===== src/hw/rtl/rsr_pkg.sv =====
// shared types and constants for the record sort and rank block
// no dependencies; imported by every module of the block
package rsr_pkg;

    localparam int MAX_RECORDS = 16;
    localparam int IDX_W       = $clog2(MAX_RECORDS);
    localparam int CNT_W       = $clog2(MAX_RECORDS + 1);
    localparam int ID_W        = 16;
    localparam int SCORE_W     = 7;
    localparam int RANK_W      = 5;
    localparam int RANK_MAX    = 31;
    localparam int MODE_W      = 2;

    // output order codes
    localparam logic [MODE_W-1:0] ORDER_LOAD  = 2'd0;
    localparam logic [MODE_W-1:0] ORDER_ID    = 2'd1;
    localparam logic [MODE_W-1:0] ORDER_SCORE = 2'd2;
    localparam logic [MODE_W-1:0] ORDER_RESET = ORDER_SCORE;

    typedef struct packed {
        logic [ID_W-1:0]    record_id;
        logic [SCORE_W-1:0] score;
        logic               batch_end;
    } in_word_t;

    typedef struct packed {
        logic [ID_W-1:0]    out_id;
        logic [SCORE_W-1:0] out_score;
        logic [RANK_W-1:0]  rank;
        logic               out_last;
        logic               overflow;
    } out_word_t;

    // one stored record
    typedef struct packed {
        logic [ID_W-1:0]    id;
        logic [SCORE_W-1:0] score;
        logic [RANK_W-1:0]  rank;
    } rec_t;

    typedef struct packed {
        logic             we;
        logic [IDX_W-1:0] waddr;
        rec_t             wdata;
        logic [IDX_W-1:0] raddr;
    } ram_req_t;

    typedef struct packed {
        logic              go;
        logic [CNT_W-1:0]  n;
        logic [MODE_W-1:0] mode;
        logic              overflow;
    } seq_cmd_t;

endpackage


===== src/hw/rtl/rsr_ram.sv =====
// record memory: one write port, one read port, registered read data
// depends on rsr_pkg
module rsr_ram
    import rsr_pkg::*;
(
    input  logic     clk,
    input  ram_req_t req,
    output rec_t     rdata
);

    rec_t mem [MAX_RECORDS];
    rec_t rdata_reg;

    always_ff @(posedge clk)
    begin
        if (req.we)
        begin
            mem[req.waddr] <= req.wdata;
        end
        rdata_reg <= mem[req.raddr];
    end

    assign rdata = rdata_reg;

endmodule


===== src/hw/rtl/rsr_seq.sv =====
// batch sequencer: rank pass, exchange sort pass and emit pass over the record memory
// depends on rsr_pkg; drives the read port and the sequencer side of the write port
module rsr_seq
    import rsr_pkg::*;
(
    input  logic      clk,
    input  logic      rst_n,
    input  seq_cmd_t  cmd,
    input  rec_t      rdata,
    output ram_req_t  ram,
    output logic      busy,
    output logic      strobe,
    output out_word_t result
);

    typedef enum logic [2:0] {
        S_IDLE,
        S_ROW_RD,
        S_ROW_HOLD,
        S_SCAN,
        S_ROW_WB,
        S_EMIT_RD,
        S_EMIT
    } state_t;

    typedef enum logic {
        PH_RANK,
        PH_SORT
    } phase_t;

    state_t            state_reg, state_next;
    phase_t            phase_reg, phase_next;
    logic [IDX_W-1:0]  i_reg, i_next;
    logic [IDX_W-1:0]  j_reg, j_next;
    logic [CNT_W-1:0]  n_reg, n_next;
    logic [MODE_W-1:0] mode_reg, mode_next;
    logic              ovf_reg, ovf_next;
    rec_t              hold_reg, hold_next;
    logic [CNT_W-1:0]  cnt_reg, cnt_next;
    logic              strobe_reg, strobe_next;
    out_word_t         result_reg, result_next;

    logic              j_is_last;
    logic              rank_more;
    logic              sort_more;
    logic              sort_en;
    logic              swap;
    logic [CNT_W:0]    cnt_plus;
    logic [RANK_W-1:0] rank_val;
    logic [IDX_W-1:0]  j_start;

    assign j_is_last = (CNT_W'(j_reg) == n_reg - CNT_W'(1));
    assign rank_more = ((CNT_W+1)'(i_reg) + (CNT_W+1)'(1)) < (CNT_W+1)'(n_reg);
    assign sort_more = ((CNT_W+1)'(i_reg) + (CNT_W+1)'(2)) < (CNT_W+1)'(n_reg);
    assign sort_en   = ((mode_reg == ORDER_ID) || (mode_reg == ORDER_SCORE))
                       && (n_reg >= CNT_W'(2));
    assign cnt_plus  = (CNT_W+1)'(cnt_reg) + (CNT_W+1)'(1);
    assign rank_val  = (cnt_plus > (CNT_W+1)'(RANK_MAX)) ? RANK_W'(RANK_MAX)
                                                         : RANK_W'(cnt_plus);
    assign j_start   = (phase_reg == PH_RANK) ? '0 : i_reg + IDX_W'(1);

    // out-of-order test between the held entry i and the scanned entry j
    always_comb
    begin
        unique case (mode_reg)
            ORDER_ID:    swap = hold_reg.id > rdata.id;
            ORDER_SCORE: swap = hold_reg.score < rdata.score;
            default:     swap = 1'b0;
        endcase
    end

    always_comb
    begin
        state_next  = state_reg;
        phase_next  = phase_reg;
        i_next      = i_reg;
        j_next      = j_reg;
        n_next      = n_reg;
        mode_next   = mode_reg;
        ovf_next    = ovf_reg;
        hold_next   = hold_reg;
        cnt_next    = cnt_reg;
        strobe_next = 1'b0;
        result_next = result_reg;
        ram         = '0;

        unique case (state_reg)
            S_IDLE:
            begin
                if (cmd.go)
                begin
                    n_next     = cmd.n;
                    mode_next  = cmd.mode;
                    ovf_next   = cmd.overflow;
                    phase_next = PH_RANK;
                    i_next     = '0;
                    state_next = S_ROW_RD;
                end
            end
            S_ROW_RD:
            begin
                ram.raddr  = i_reg;
                state_next = S_ROW_HOLD;
            end
            S_ROW_HOLD:
            begin
                hold_next  = rdata;
                cnt_next   = '0;
                ram.raddr  = j_start;
                j_next     = j_start;
                state_next = S_SCAN;
            end
            S_SCAN:
            begin
                if (phase_reg == PH_RANK)
                begin
                    if (rdata.score > hold_reg.score)
                    begin
                        cnt_next = cnt_reg + CNT_W'(1);
                    end
                end
                else if (swap)
                begin
                    ram.we    = 1'b1;
                    ram.waddr = j_reg;
                    ram.wdata = hold_reg;
                    hold_next = rdata;
                end
                if (j_is_last)
                begin
                    state_next = S_ROW_WB;
                end
                else
                begin
                    j_next    = j_reg + IDX_W'(1);
                    ram.raddr = j_reg + IDX_W'(1);
                end
            end
            S_ROW_WB:
            begin
                // write row i back and, while rows remain, read the next row in the same cycle
                ram.we    = 1'b1;
                ram.waddr = i_reg;
                ram.wdata = hold_reg;
                if (phase_reg == PH_RANK)
                begin
                    ram.wdata.rank = rank_val;
                end
                priority if ((phase_reg == PH_RANK) && rank_more)
                begin
                    i_next     = i_reg + IDX_W'(1);
                    ram.raddr  = i_reg + IDX_W'(1);
                    state_next = S_ROW_HOLD;
                end
                else if ((phase_reg == PH_RANK) && sort_en)
                begin
                    phase_next = PH_SORT;
                    i_next     = '0;
                    ram.raddr  = '0;
                    state_next = S_ROW_HOLD;
                end
                else if ((phase_reg == PH_SORT) && sort_more)
                begin
                    i_next     = i_reg + IDX_W'(1);
                    ram.raddr  = i_reg + IDX_W'(1);
                    state_next = S_ROW_HOLD;
                end
                else
                begin
                    state_next = S_EMIT_RD;
                end
            end
            S_EMIT_RD:
            begin
                ram.raddr  = '0;
                j_next     = '0;
                state_next = S_EMIT;
            end
            S_EMIT:
            begin
                strobe_next           = 1'b1;
                result_next.out_id    = rdata.id;
                result_next.out_score = rdata.score;
                result_next.rank      = rdata.rank;
                result_next.out_last  = j_is_last;
                result_next.overflow  = ovf_reg;
                if (j_is_last)
                begin
                    state_next = S_IDLE;
                end
                else
                begin
                    j_next    = j_reg + IDX_W'(1);
                    ram.raddr = j_reg + IDX_W'(1);
                end
            end
            default:
            begin
                state_next = S_IDLE;
            end
        endcase
    end

    always_ff @(posedge clk or negedge rst_n)
    begin
        if (!rst_n)
        begin
            state_reg  <= S_IDLE;
            phase_reg  <= PH_RANK;
            i_reg      <= '0;
            j_reg      <= '0;
            n_reg      <= '0;
            mode_reg   <= ORDER_RESET;
            ovf_reg    <= 1'b0;
            hold_reg   <= '0;
            cnt_reg    <= '0;
            strobe_reg <= 1'b0;
            result_reg <= '0;
        end
        else
        begin
            state_reg  <= state_next;
            phase_reg  <= phase_next;
            i_reg      <= i_next;
            j_reg      <= j_next;
            n_reg      <= n_next;
            mode_reg   <= mode_next;
            ovf_reg    <= ovf_next;
            hold_reg   <= hold_next;
            cnt_reg    <= cnt_next;
            strobe_reg <= strobe_next;
            result_reg <= result_next;
        end
    end

    assign busy   = (state_reg != S_IDLE);
    assign strobe = strobe_reg;
    assign result = result_reg;

endmodule


===== src/hw/rtl/record_sort_and_rank.sv =====
// top level of the record sort and rank block: load control, order register, memory
// depends on rsr_pkg, rsr_ram and rsr_seq
//
// usage
//   input words (record_id, score, batch_end) are taken at a rising edge with start high
//   and busy low. each word is written into the record memory in that cycle unless the
//   store is full, so loading runs at one word per cycle while busy stays low.
//   a word with batch_end closes the batch: busy rises on the next cycle and the
//   sequencer makes three passes over the memory
//     rank pass   each row scans every entry for higher scores
//     sort pass   exchange sort, only by id or by score, skipped for a single record
//     emit pass   one result word per cycle
//   the run time of a batch from close to last result is set by the single read port
//   of the record memory (one entry a cycle).
//   result words appear on result for one cycle each with strobe high, in the selected order,
//   the final one with out_last set; overflow is set on every word of a batch that
//   lost records to a full store. busy falls while the last word is shown.
//   the receiver cannot stall: results are never held back.
//   order_mode is written through cfg_we / cfg_data; the user writes it only while the
//   block is idle (not enforced). reset clears the record count, the drop flag and sets
//   order_mode to score descending; memory contents are left as they are.
module record_sort_and_rank
    import rsr_pkg::*;
(
    input  logic              clk,
    input  logic              rst_n,
    input  logic              start,
    input  in_word_t          item,
    output logic              busy,
    output logic              strobe,
    output out_word_t         result,
    input  logic              cfg_we,
    input  logic [MODE_W-1:0] cfg_data
);

    logic [MODE_W-1:0] mode_reg;
    logic [CNT_W-1:0]  count_reg;
    logic              dropped_reg;

    logic              accept;
    logic              store_ok;
    logic              seq_busy;
    seq_cmd_t          cmd;
    ram_req_t          seq_req;
    ram_req_t          ram_req;
    rec_t              rdata;

    assign accept   = start && !seq_busy;
    assign store_ok = (count_reg < CNT_W'(MAX_RECORDS));
    assign busy     = seq_busy;

    // batch close hands the final count and drop state to the sequencer
    assign cmd.go       = accept && item.batch_end;
    assign cmd.n        = store_ok ? (count_reg + CNT_W'(1)) : count_reg;
    assign cmd.mode     = mode_reg;
    assign cmd.overflow = dropped_reg || !store_ok;

    // write port belongs to the load side while the sequencer is idle
    always_comb
    begin
        if (seq_busy)
        begin
            ram_req = seq_req;
        end
        else
        begin
            ram_req             = seq_req;
            ram_req.we          = accept && store_ok;
            ram_req.waddr       = count_reg[IDX_W-1:0];
            ram_req.wdata.id    = item.record_id;
            ram_req.wdata.score = item.score;
            ram_req.wdata.rank  = '0;
        end
    end

    always_ff @(posedge clk or negedge rst_n)
    begin
        if (!rst_n)
        begin
            mode_reg    <= ORDER_RESET;
            count_reg   <= '0;
            dropped_reg <= 1'b0;
        end
        else
        begin
            if (cfg_we)
            begin
                mode_reg <= cfg_data;
            end
            if (accept)
            begin
                if (item.batch_end)
                begin
                    count_reg   <= '0;
                    dropped_reg <= 1'b0;
                end
                else if (store_ok)
                begin
                    count_reg <= count_reg + CNT_W'(1);
                end
                else
                begin
                    dropped_reg <= 1'b1;
                end
            end
        end
    end

    rsr_ram u_ram (
        .clk   (clk),
        .req   (ram_req),
        .rdata (rdata)
    );

    rsr_seq u_seq (
        .clk    (clk),
        .rst_n  (rst_n),
        .cmd    (cmd),
        .rdata  (rdata),
        .ram    (seq_req),
        .busy   (seq_busy),
        .strobe (strobe),
        .result (result)
    );

endmodule


===== config.mk =====
export PLATFORM = sky130hd
export DESIGN_NAME = record_sort_and_rank
export DESIGN_NICKNAME = d
export VERILOG_FILES = /design/src/hw/rtl/rsr_pkg.sv /design/src/hw/rtl/rsr_ram.sv /design/src/hw/rtl/rsr_seq.sv /design/src/hw/rtl/record_sort_and_rank.sv
export SDC_FILE = /design/constraint.sdc
export NUM_CORES = 1
export LEC_CHECK = 0
export BUFFER_PORTS_ARGS = -buffer_cell sky130_fd_sc_hd__buf_4
export CAP_MARGIN = 20
export CORE_MARGIN = 10
export CORE_UTILIZATION = 40
export DETAILED_ROUTE_END_ITERATION = 16
export HOLD_SLACK_MARGIN = 0.02
export PLACE_DENSITY = 0.59
export SLEW_MARGIN = 25
export SYNTH_ARGS = -nofsm -noshare
export SYNTH_HDL_FRONTEND = slang
export SYNTH_SLANG_ARGS = --single-unit

===== constraint.sdc =====
create_clock -name clk -period 11.2 [get_ports clk]
set_input_delay 1.12 -clock clk [delete_from_list [all_inputs] [get_ports clk]]
set_output_delay 1.12 -clock clk [all_outputs]
set_load 0.005 [all_outputs]

* Word-level counts from Yosys, hierarchy flattened
Memories as Yosys holds them, arrays and structs flattened. A register that Yosys moved wholly into a read port is not among the register bits. Cells that the tools add are included.
Storage, ports and cells: latch bits 0, memory bits (read-only) 0, memories 1, memory bits (writable) 448, input port bits 30, output and inout bits 32, register bits after elaboration 92, word-level logic and storage cells 128
Operators by class: div/mod/pow operators 0, bitwise gates (word level) 1, $add $sub $neg 8, multiply operators 0, equal/unequal tests 21, shifts and indexed selects 0, reduce and logical (&&, ||, !) cells 25, $lt $le $gt $ge 8, mux-type cells 44
Memory list:
- u_ram.mem | words 16, width 28, read ports 1, clocked after Yosys merged registers in 1, write ports 1, RTL line rsr_ram.sv:11 | rec_t mem [MAX_RECORDS];
Operators by type and width (number):
- $mux W33 | 2
- $pmux W33 S2 | 1
- $mux W28 | 2
- $pmux W28 S2 | 1
- $mux W4 | 10
- $mux W37 | 1
- $mux W5 | 6
- $pmux W3 S7 | 1
- $mux W3 | 6
- $gt A16 B16 Y1 | 1
- $pmux W4 S4 | 1
- $lt A6 B5 Y1 | 2
- $ne A2 B1 Y1 const B | 6
- $pmux W4 S3 | 1
- $reduce_and A3 Y1 | 4
- $add A5 B1 Y5 const B | 2
- $ne A2 B2 Y1 const B | 5
- $pmux W5 S2 | 1
- $eq A3 B3 Y1 const B | 3
- $add A4 B1 Y4 const B | 2
- $mux W1 | 8
- $pmux W4 S2 | 1
- $gt A7 B7 Y1 | 1
- $logic_and A1 B1 Y1 | 7
- other kinds (24) | 32

* Longest topological paths before layout
depth after elaboration 10, gate-level depth with buffers 16, depth with buffers taken out 13

* Cells and area by module
Synthesis repeated with hierarchy kept, for this count alone.
Unflattened totals: cell total of the unflattened synthesis 1373, area, all modules 23610.1 um^2
Modules (own cells, without submodules):
- rsr_ram | seq. area each 14013.4 um^2, instances 1, area each 17523.1 um^2, cells an instance 735
- rsr_seq | seq. area each 2103.3 um^2, instances 1, area each 5285.1 um^2, cells an instance 563
- record_sort_and_rank | seq. area each 201.4 um^2, instances 1, area each 802.0 um^2, cells an instance 75

* Worst setup path before layout
No wires, ideal clock.
kind register to register, start reg u_seq.state_reg[2], end mem u_ram.mem[13][0] (netlist name) (enable), cell stages (with the launch flop) 11, slack 4.142 ns, required time 10.634 ns, period minus slack after synthesis 7.058 ns, data arrival time 6.493 ns, buffers on the path 3, setup time 0.566 ns, cell sequence dfrtp_1 clkbuf_1 clkbuf_1 nand3b_1 nor3b_1 and2_1 clkbuf_1 nand2_1 o21ai_1 nand3b_1 a2111oi_0
Between the ends: word-level cells in the longest chain between the ends 7
Ends and longest elaborated chain:
- start, declared | RTL line rsr_seq.sv:31 | state_t state_reg, state_next;
- start signal, assigned | RTL line rsr_seq.sv:222 | state_reg <= state_next;
- branches (longest 4 deep; another with $pmux W33 S2)
- $mux W37 (*) | RTL line record_sort_and_rank.sv:61 | if (seq_busy)
- $mux W1 | RTL line rsr_ram.sv:16 | if (req.we)
- $mux W1 (implied by the code) | RTL line rsr_ram.sv:18 | mem[req.waddr] <= req.wdata;
- end, declared | RTL line rsr_ram.sv:11
Every way passes the cells marked *.

* Worst setup path in the final report
start reg u_seq.state_reg[0], end mem u_ram.mem[4][21] (netlist name) (enable)
The elaborated chain is that of the path after synthesis.

==> summary.md <==
• outcome: complete, no violations
• number of sinks on the clock net: 568
• number of nets in the synthesized netlist: 1584
• Avg WL per Cell: 24.3 µm
• logic depth of the worst setup path including buffers: 9
• count of synthesis-stage warnings from yosys: 0
• number of resized instances in the post-cts repair step: 0
• power density over the cells: 287 nW/µm²
• share of the yosys chip area belonging to registers: 69.9%
• Setup Viol. Count Final: 0
• number of flops mapped to enable cells by yosys: 448
• RSZ-0062 raised after global routing: false
• cells traversed along the worst timing path: or2_2 > nor2_4 > inv_1 > o221ai_1 > nor2_1 > a2bb2oi_1 > nand3b_1 > a211oi_4 > buf_4
• Net count, final: 1662
• flop and latch count out of synthesis: 568
• final hold viol count: 0
• number of max-capacitance violations reported: 0
• RR Endpoint: u_ram.mem[4][21]
• end of the critical path: u_ram.mem[4][21]
• worst r2r path cells: 9
• Most used DFF post-synth: sky130_fd_sc_hd__edfxtp_1
• Vias: 13300
• post-route worst hold slack: 0.445 ns
• Cells after Synth: 1515
• measured slew at the worst slew-check pin: 1.03 ns
• register area: 16300 µm²
• vias in the first global route: 13200
• Slew headroom: 30.9%
• top cell type's share of synthesized area: 57.6%
• synthesized area divided by synthesized cell count: 15.4 µm²
• post-route clock skew: 0.0301 ns
• Initial Util: 40.5%
• global-route wire length before repair: 86.4 mm
• antenna violations before repair: 0
• number of flip-flops under the largest register name: 448
• buffers from clock root to sink, at most: 3
• type of the setup path with the least slack: register to register
• GP Congestion: 0.852
• Die Ht: 262 µm
• highest net fanout along the worst path: 27
• register-to-register path setup slack: 5.84 ns
• number of DRC violations after detailed routing: 0
• max frequency: 0.187 GHz
• Vias/cell: 5.51
• Area contributors post-synth: sky130_fd_sc_hd__edfxtp_1 (58%), sky130_fd_sc_hd__mux2i_1 (9.7%), sky130_fd_sc_hd__dfrtp_1 (9.6%)
• total clock buffers created by CTS: 59
• Max Transition Viols Final: 0
• CTS H-tree depth: 2
• clock network latency to the later pin of the worst-skew pair: 0.62 ns
• final worst-path cycle share: 47.8%
• overall die width: 262 µm
• area enclosed by the die boundary: 68400 µm²
• number of filler instances in the final layout: 5064
• I/O pins: 62
• detailed-routing iteration count for the pre-antenna-repair pass: 5
• layout cells sized above 1: 15.8%
• arrival time reported for the critical path endpoint: 5.61 ns
• beginning of the critical path: u_seq.state_reg[0]
• cell with the most instances after synthesis: sky130_fd_sc_hd__edfxtp_1
• # rows: 88
• Worst IR Drop VDD: 0.445 mV
• CTS tree: built
• distinct cell type count of the synthesized netlist: 80
• Worst Hold Class: register to register
• total routing resource utilization after global routing: 16.9%
• clock input transition at the sequential cells of the worst setup and hold paths: 0.06 ns
• number of buffers inserted by post-CTS setup repair: 0
• number of buffers and inverters on the critical path: 2
• number of instances on the worst hold path: 2
• CP Data Required Time: 11.45 ns
• Synth Cell Area: 23400 µm²
• total area of multi-input combinational cells: 6540 µm²
• post-layout minimum cycle time: 5.36 ns
• top cell type by total area after synthesis: sky130_fd_sc_hd__edfxtp_1
• Crit Reg-Reg Startpoint: u_seq.state_reg[0]
• most used standard cells in the synthesized netlist: sky130_fd_sc_hd__edfxtp_1 (448), sky130_fd_sc_hd__mux2i_1 (226), sky130_fd_sc_hd__o22ai_1 (113)
• placeable core region: 57700 µm²
• Final HPWL DP: 32.4 mm
• pin count of the biggest net entering global routing: 129
• clock root buffer: sky130_fd_sc_hd__clkbuf_16
• number of inserted diodes: 0
• delay of the slowest critical-path stage: 0.87 ns
• Top Family by Delay on Critical Path: compound AO/OA/AOI/OAI gates
• CP Launch Type: register
• violation count after the first detailed-routing iteration: 1100
• growth of design area from synthesis to finish: 14.3%
• leakage power total: 9.97 nW
• Routed WL: 58.4 mm
• crit path max-delay cell type: sky130_fd_sc_hd__a211oi_4
• Async SR Flop Fraction: 16.2%
• leftover overflow at the end of global routing: 0
• critical path endpoint category: register
• total of buffers placed on input and output ports: 61
• setup TNS after final layout: 0 ns
• antenna-violating nets left: 0
• hold buffers post-CTS: 0
## where the power goes
| part | total [mW] | leakage [nW] | switching (mW) | internal [mW] |
|---|---|---|---|---|
| combinational | 2.89 | 3.41 | 1.68 | 1.21 |
| clock | 2.00 | 0.964 | 0.816 | 1.18 |
| sequential | 2.76 | 5.59 | 0.183 | 2.58 |
## tightest hold or removal path, cell delays in order, from the launching register on
cell	delay, ns
sky130_fd_sc_hd__dfxtp_1	0.31
sky130_fd_sc_hd__nand2_1	0.05
sky130_fd_sc_hd__nand2_1	0.05
## worst min path at each step
stage,from,endpoint,slack [ns]
6_report,u_ram.rdata[2],u_seq.result[4],0.44
5_1_grt,u_ram.rdata[2],u_seq.result[4],0.46
4_1_cts,u_ram.rdata[2],u_seq.result[4],0.45
3_5_place_dp,u_ram.rdata[2],u_seq.result[4],0.44
3_3_place_gp,u_ram.rdata[2],u_seq.result[4],0.43
2_1_floorplan,u_ram.rdata[0],u_seq.result[2],0.41
## metrics by stage
step / std cells / cell area (µm²) / util (%) / total power, mW / setup slack, ns
after CTS: 2405 / 26700 / 46.2 / 7.68 / 5.64
after detailed placement: 2296 / 24700 / 42.8 / 5.68 / 5.66
after floorplan: 1515 / 23400 / - / 4.97 / 4.14
after global placement: 2295 / 24700 / 42.7 / 5.62 / 5.80
after global routing: 2406 / 26700 / 46.3 / 8.03 / 5.55
final: 2406 / 26700 / 46.3 / 7.65 / 5.84
## per-layer routing
layer  GRT usage [%]  up-vias  wire length (µm)
li1                -     6060                 -
met1            24.5     6727             26900
met2            26.1      404             26800
met3            2.61       76              3570
met4            4.37        0              1110
met5               0        -                 0
## cells by family after synthesis
| kind of cell | count (synthesis) | synth area share (%) |
|---|---|---|
| adder cells (fa/ha/maj) | 40 | 2.13 |
| XOR/XNOR | 15 | 0.563 |
| flip-flops | 568 | 69.9 |
| AO/OA/AOI/OAI | 286 | 8.14 |
| AND/OR/NAND/NOR | 228 | 5.27 |
| buffers and inverters | 120 | 2.79 |
| multiplexers | 258 | 11.2 |
## layout by cell type, fill, tap and decap left out, types with 8 or more instances in the layout
cell,count
sky130_fd_sc_hd__or4_1,28
sky130_fd_sc_hd__nor2b_1,8
sky130_fd_sc_hd__and3_1,8
sky130_fd_sc_hd__nand3_1,11
sky130_fd_sc_hd__nand2_1,73
sky130_fd_sc_hd__clkbuf_1,12
sky130_fd_sc_hd__clkbuf_16,61
sky130_fd_sc_hd__clkinv_2,10
sky130_fd_sc_hd__xor2_1,11
sky130_fd_sc_hd__nor2_4,8
sky130_fd_sc_hd__mux2_2,32
sky130_fd_sc_hd__a21oi_1,26
sky130_fd_sc_hd__nor2_1,34
sky130_fd_sc_hd__o21ai_0,50
sky130_fd_sc_hd__buf_4,90
sky130_fd_sc_hd__inv_1,44
sky130_fd_sc_hd__mux2i_1,226
sky130_fd_sc_hd__o22ai_1,113
sky130_fd_sc_hd__ha_1,39
sky130_fd_sc_hd__dfxtp_1,28
sky130_fd_sc_hd__edfxtp_1,448
sky130_fd_sc_hd__a21o_1,11
sky130_fd_sc_hd__dfrtp_1,90
sky130_fd_sc_hd__a22o_1,27
## layout make-up
type                    instances  area share, %
well taps                     765           3.59
clock inverters                29           1.18
repair buffers                 92           2.71
inverters                      45          0.633
clock buffers                  80           6.25
flip-flops and latches        568           61.1
multi-input cells             827           24.5
Note: power is estimated with default switching activity, not from simulation.
